==> src/hw/rtl/rtsw_pkg.sv <==
// ----------------------------------------------------------------------------
// rtsw_pkg
// Shared constants, command codes and status type for the rolling
// time-weighted speed window.
// ----------------------------------------------------------------------------
package rtsw_pkg;

    localparam int WINDOW_MS_DEF     = 4096;
    localparam int MAX_SAMPLE_MS_DEF = 1000;
    localparam int SLICE_DEPTH_DEF   = 4096;

    localparam int SPEED_W = 16;
    localparam int POWER_W = 12;
    localparam int DUR_W   = 16;
    localparam int LEN_W   = 13;
    localparam int OUT_W   = 13;
    // Speed times slice length; the window total always fits.
    localparam int SUM_W   = SPEED_W + LEN_W;

    typedef enum logic [3:0] {
        CMD_NONE,
        CMD_LOAD,
        CMD_STEP_FILL,
        CMD_FRONT,
        CMD_SUB,
        CMD_PUSH,
        CMD_ADD,
        CMD_DIV_ROLL,
        CMD_DIV_BEST,
        CMD_DIV_STEP,
        CMD_OUT
    } dp_cmd_t;

    typedef struct packed {
        logic run;
        logic rem_zero;
        logic filling;
        logic count_zero;
        logic take_zero;
        logic div_last;
        logic out_busy;
    } dp_status_t;

endpackage

==> src/hw/rtl/rtsw_ctrl.sv <==
// ----------------------------------------------------------------------------
// rtsw_ctrl
// Sequencer that walks one sample through fill, front replacement,
// division and result hand-off.
// ----------------------------------------------------------------------------
module rtsw_ctrl
    import rtsw_pkg::*;
(
    input  logic       clk,
    input  logic       rst_n,
    input  logic       sample_valid,
    output logic       sample_stall,
    input  dp_status_t status,
    output dp_cmd_t    cmd
);

    typedef enum logic [3:0] {
        S_IDLE,
        S_LOOP,
        S_FRONT,
        S_SUB,
        S_PUSH,
        S_ADD,
        S_DIVR,
        S_DIVR_RUN,
        S_DIVB,
        S_OUT
    } state_t;

    state_t state_reg, state_next;

    always_comb
    begin
        state_next = state_reg;
        cmd        = CMD_NONE;
        case (state_reg)
            S_IDLE:
            begin
                if (sample_valid)
                begin
                    cmd        = CMD_LOAD;
                    state_next = status.run ? S_LOOP : S_DIVR;
                end
            end
            S_LOOP:
            begin
                if (status.rem_zero)
                begin
                    state_next = S_DIVR;
                end
                else if (status.filling)
                begin
                    cmd        = CMD_STEP_FILL;
                    state_next = S_PUSH;
                end
                else if (status.count_zero)
                begin
                    state_next = S_DIVR;
                end
                else
                begin
                    state_next = S_FRONT;
                end
            end
            S_FRONT:
            begin
                cmd        = CMD_FRONT;
                state_next = status.take_zero ? S_DIVR : S_SUB;
            end
            S_SUB:
            begin
                cmd        = CMD_SUB;
                state_next = S_PUSH;
            end
            S_PUSH:
            begin
                cmd        = CMD_PUSH;
                state_next = S_ADD;
            end
            S_ADD:
            begin
                cmd        = CMD_ADD;
                state_next = S_LOOP;
            end
            S_DIVR:
            begin
                cmd        = CMD_DIV_ROLL;
                state_next = S_DIVR_RUN;
            end
            S_DIVR_RUN:
            begin
                cmd = CMD_DIV_STEP;
                if (status.div_last)
                begin
                    state_next = S_DIVB;
                end
            end
            S_DIVB:
            begin
                cmd        = CMD_DIV_BEST;
                state_next = S_OUT;
            end
            S_OUT:
            begin
                if (!status.out_busy)
                begin
                    cmd        = CMD_OUT;
                    state_next = S_IDLE;
                end
            end
            default:
            begin
                state_next = S_IDLE;
            end
        endcase
    end

    always_ff @(posedge clk or negedge rst_n)
    begin
        if (!rst_n)
        begin
            state_reg <= S_IDLE;
        end
        else
        begin
            state_reg <= state_next;
        end
    end

    assign sample_stall = (state_reg != S_IDLE);

endmodule

==> config.mk <==
export PLATFORM = sky130hd
export DESIGN_NAME = rtsw_ctrl
export DESIGN_NICKNAME = d
export VERILOG_FILES = /design/src/hw/rtl/rtsw_pkg.sv /design/src/hw/rtl/rtsw_ctrl.sv
export SDC_FILE = /design/constraint.sdc
export NUM_CORES = 1
export LEC_CHECK = 0
export BUFFER_PORTS_ARGS = -buffer_cell sky130_fd_sc_hd__buf_4
export CAP_MARGIN = 25
export CORE_AREA = 3 3 40 42
export DETAILED_ROUTE_END_ITERATION = 6
export DIE_AREA = 0 0 43 45
export MAX_ROUTING_LAYER = met4
export SYNTH_ARGS = -nofsm -noshare
export SYNTH_HDL_FRONTEND = slang
export SYNTH_SLANG_ARGS = --single-unit
==> constraint.sdc <==
create_clock -name clk -period 1.25 [get_ports clk]
set_clock_uncertainty 0.2 [all_clocks]
set_input_delay 0.125 -clock clk [delete_from_list [all_inputs] [get_ports clk]]
set_output_delay 0.125 -clock clk [all_outputs]
set_load 0.005 [all_outputs]
Word-level counts from Yosys, hierarchy flattened
Index checks and enable logic that the tools add are counted.
{"block": "totals", "register_bits": 4, "inputBits": 10, "output_inout_bits": 5, "elab_cells": 30}
{"block": "classes", "n_eq_ne": 12, "muxes": 14, "reduce_logical": 3}
{"operator": "case mux 4 bit (10 select lines)", "n": 2}
{"operator": "equality test 4 x 3 -> 1 bit, second input constant", "n": 4}
{"operator": "2-to-1 mux 4 bit", "n": 4}
{"operator": "2-to-1 mux 3 bit", "n": 5}
{"operator": "equality test 4 x 2 -> 1 bit, second input constant", "n": 2}
{"operator": "equality test 4 bit, second input constant", "n": 2}
{"operator": "!= test 2 bit, second input constant", "n": 3}
{"operator": "equality test 4 x 1 -> 1 bit, second input constant", "n": 1}
{"operator": "zero test 4 bit", "n": 1}
{"operator": "2-to-1 mux 2 bit", "n": 2}
{"operator": "nonzero test 4 bit", "n": 1}
{"operator": "AND reduction 3 bit", "n": 1}
{"operator": "2-to-1 mux 1 bit", "n": 1}

Depth between registers and ports, before layout
{"block": "logic_depth", "word_depth": 4, "mapped_depth": 4}

Least setup slack after synthesis
No wires, ideal clock.
{"block": "synth_timing", "kind": "flip-flop to flip-flop", "start": "register state_reg[0]", "end": "register state_reg[2]", "arrival_time_ps": 1073, "setup_slack_ps": -118, "stages_incl_launch_ff": 4, "n_path_buf": 0, "cell_sequence": "dfrtp_1 and4b_1 a211o_1 o31ai_1"}
{"block": "synth_between", "elab_chain_len": 3}
{"item": "from (decl)", "line_no": "rtsw_ctrl.sv:30", "source": "state_t state_reg, state_next;"}
{"item": "from (signal assigned)", "line_no": "rtsw_ctrl.sv:126", "source": "state_reg <= state_next;"}
{"item": "equality test 4 x 3 -> 1 bit, or another cell as far along", "line_no": "rtsw_ctrl.sv:36", "source": "case (state_reg)"}
{"item": "!= test 2 bit (no line)"}
{"item": "AND reduction 3 bit (no line)"}
Parallel ways exist; a longest one is shown, timed or not.
A chain may end at the register's enable or synchronous reset.

Worst setup path after layout
{"block": "layout_timing", "start": "register state_reg[3]", "end": "output port cmd[1]"}
{"block": "layout_between", "elab_chain_len": 2}
{"item": "equality test 4 bit, or another cell as far along", "line_no": "rtsw_ctrl.sv:36"}
{"item": "case mux 4 bit (10 select lines) (*)", "line_no": "rtsw_ctrl.sv:36"}
{"item": "to (decl)", "line_no": "rtsw_ctrl.sv:14", "source": "output dp_cmd_t cmd"}
Every way passes the cells marked *; elsewhere a longest branch is shown, timed or not.

==> results.md <==
- Drt pass-1 iters: 4
- Worst Setup End Kind: output pin
- Cell internal pwr: 1124 uW
- CTS H-tree lvls: 1
- Antenna diodes: 0
- Port buffer count: 14
- Die H: about 45 um
- Initial Utilization: 0.3028
- CP Cell Sequence: buf_4, o21ai_1, o31ai_2, o22ai_1, buf_4
- Syn Area/Cell: a little over 8 um2
- Pin count of the biggest net entering global routing: 9
- P_sw: approximately 650 uW
- Max cap viols: 0
- Commonest non-fill, non-tap cell in the layout: buf_4
- Max Slew Vio Count: 0
- Syn_nets: 57
- RSZ-0062 raised after global routing: yes
- YS warnings: 0
- Final setup viols: 9
- Vias in the first global route: ~480
- Num rows: 13
- CTS max path bufs: 2
- Switching Fraction: 0.3681
- Register share of total power: 0.154
- Initial DRC count: 9
- Crit-path max FO: 6
- Area after DPL: about 560 um2
- Crit path kind: reg -> out
- Worst Hold Class: in -> async
- Post-synthesis sequential area ratio: 0.2572
- Antenna violations before repair: 0
- P&R area growth vs syn: 89.71%
- Crit path to: cmd[1]
- Commonest cells after routing, fill and taps aside: 25 x buf_4, 5 x nand2_1, 5 x buf_6
- GRT Overall Usage: 0.1352
- Crit start category: flip-flop
- Pre-CTS setup slack: -0.2235 ns
- WL/cell: 12.21 um
- Combinational power share: 0.762
- Minimum clock period: approximately 1.6 ns
- Grt ovf: 0
- Status: finished, violations left
- Final #Nets: 91
- Static Leakage: 0.0003450 uW
- Netlist cell types: 28
- R2R Path Start: state_reg[2]$_DFFE_PN0P_
- Clock Latency Late Sink: ~0.23 ns
- Yosys reg bits: 4
- I/O pin count: 15
- Vias/cell: around 5.0
- Die area: approximately 0.0019 mm2
- CP startpoint: state_reg[3]$_DFFE_PN0P_
- Period utilization: 1.259
- Final WL: around 1100 um
- CP Depth: 5
- First-pass GRT wire length: ~1900 um
- Placed insts: 81
- Clock share of power: 0.084
- Antenna Violating Nets Remaining: 0
- Syn Std Cell Area: around 390 um2
- Setup TNS: -2.082 ns
- Worst endpoint required time: 0.93 ns
- Clk sink count: 4
- Max FFs per register: 4
- Share of cells above drive strength 1: 0.6203
- Critical path's top delay family: flip-flops
- R2R setup slack: -0.21 ns
- Pwr Density: 2409 mW/mm2
- CTS Buf Count: 3
- Routed via count: approximately 470
- Core area: roughly 0.0013 mm2
- Detailed placer's ending HPWL: slightly below 800 um
- Gpl congestion: ~0.85
- Failing checks: setup timing
- CP Buf/Inv Count: 2
- R2r worst-path depth: 4
- Root Driver: clkbuf_4
- Max Fclk: roughly 640 MHz
- Worst Path Arrival: 1.25 ns
- Most frequent CP cell: buf_4
- Final hold vios: 0
- Largest stage delay on the critical path: 0.41 ns
- Cells after Synth: 47
- Worst slew margin: 0.8202
- Chip Width: between 40 and 50 um
- Post-Layout Cell Count: 94
- RR Endpoint: state_reg[0]$_DFFE_PN0P_
- CP max-delay cell: dfrtp_1
- Cell area after layout: 738.2 um2
- CTS tree: yes
- Worst-Margin Slew: 0.2692 ns
- Clock Pin Slew Worst Setup and Hold Paths: 0.03 ns
- Post-route setup slack: -0.3236 ns
- DRC: 0
- VDD IR max: about 0.98 mV
-- Yosys cell counts --
library cell / count / area (um2)
a31o_2: 1 / 8.760
nor4_1: 1 / 6.260
nor2_4: 1 / 11.26
nand2b_1: 3 / 18.77
a2111oi_0: 1 / 8.760
nand2_1: 7 / 26.28
o21ai_0: 1 / 5.000
a211o_1: 1 / 8.760
xor2_1: 1 / 8.760
a211oi_1: 1 / 7.510
nor2b_1: 1 / 6.260
buf_2: 2 / 10.01
nand2b_2: 1 / 8.760
dfrtp_1: 4 / 100.1
and4b_1: 1 / 10.01
o31ai_1: 2 / 15.01
and2b_1: 1 / 7.510
nor2_1: 4 / 15.01
o311ai_1: 1 / 8.760
buf_6: 2 / 22.52
o21ba_2: 1 / 10.01
o21ai_1: 1 / 5.000
o21a_1: 3 / 22.52
o32a_1: 1 / 10.01
nand3_1: 1 / 5.000
o22ai_1: 1 / 6.260
nor3_1: 1 / 5.000
and4b_2: 1 / 11.26
-- power groups by stage --
stage	clock network, uW	logic, uW	registers [uW]
3_5_place_dp	0	973	275
2_1_floorplan	0	598	232
5_1_grt	179	1480	288
3_3_place_gp	0	969	270
4_1_cts	159	1270	273
6_report	149	1360	274
-- worst reg2reg max path, cell delays in order (launching register included) --
cell and delay, ns:
dfrtp_2 0.42, buf_4 0.14, and2b_1 0.17, o21a_1 0.17, o311ai_2 0.27
-- area by class of cell --
type | count | area, um2
fillers | 116 | 546.8
multi-input cells | 39 | 311.5
repair buffers | 33 | 284.0
flip-flops and latches | 4 | 101.3
clock buffers | 3 | 22.52
well taps | 15 | 18.77
-- worst min path at each step --
stage	from	endpoint	slack (ns)	cells past startpoint
CTS	rst_n	state_reg[1]$_DFFE_PN0P_	0.02	2
global placement	rst_n	state_reg[3]$_DFFE_PN0P_	-0.28	1
global route	rst_n	state_reg[3]$_DFFE_PN0P_	0.03	2
detailed placement	rst_n	state_reg[1]$_DFFE_PN0P_	-0.28	1
finish	rst_n	state_reg[1]$_DFFE_PN0P_	0.03	2
floorplan	rst_n	state_reg[0]$_DFFE_PN0P_	-0.37	0
-- cell families after synthesis --
family	Yosys count	synth area share
AND/OR/NAND/NOR	23	0.3376
flip-flops	4	0.2572
XOR/XNOR	1	0.02251
buffers and inverters	4	0.08360
AO/OA/AOI/OAI	15	0.2990
-- routing by layer --
metal | routed length (um) | global-route usage | vias to the layer above | part of all wire
li1 | - | - | 237 | -
met3 | 39 | 0.05179 | 2 | 0.034
met4 | 19 | 0.03614 | 0 | 0.017
met2 | 588 | 0.2425 | 9 | 0.51
met1 | 501 | 0.1390 | 220 | 0.44
met5 | 0 | - | - | 0
-- per-stage QoR --
stage	utilization	power [uW]	hold WS (ns)
4_1_cts	0.5511	1701	0.02176
3_5_place_dp	0.4362	1248	-0.2774
5_1_grt	0.5745	1943	0.02761
2_1_floorplan	-	830.0	-0.3706
6_report	0.5745	1778	0.03237
3_3_place_gp	0.4362	1239	-0.2770
-- repair_timing --
| item | in CTS | in global routing |
|---|---|---|
| pin swaps | 6 | 7 |
| buffers inserted | 5 | 5 |
| resized for setup | 16 | 4 |
| hold endpoints to repair | 5 | 0 |
| hold buffers | 2 | 0 |
| endpoints found under the setup margin | 9 | 9 |
Power figures use the tool's default switching activity.
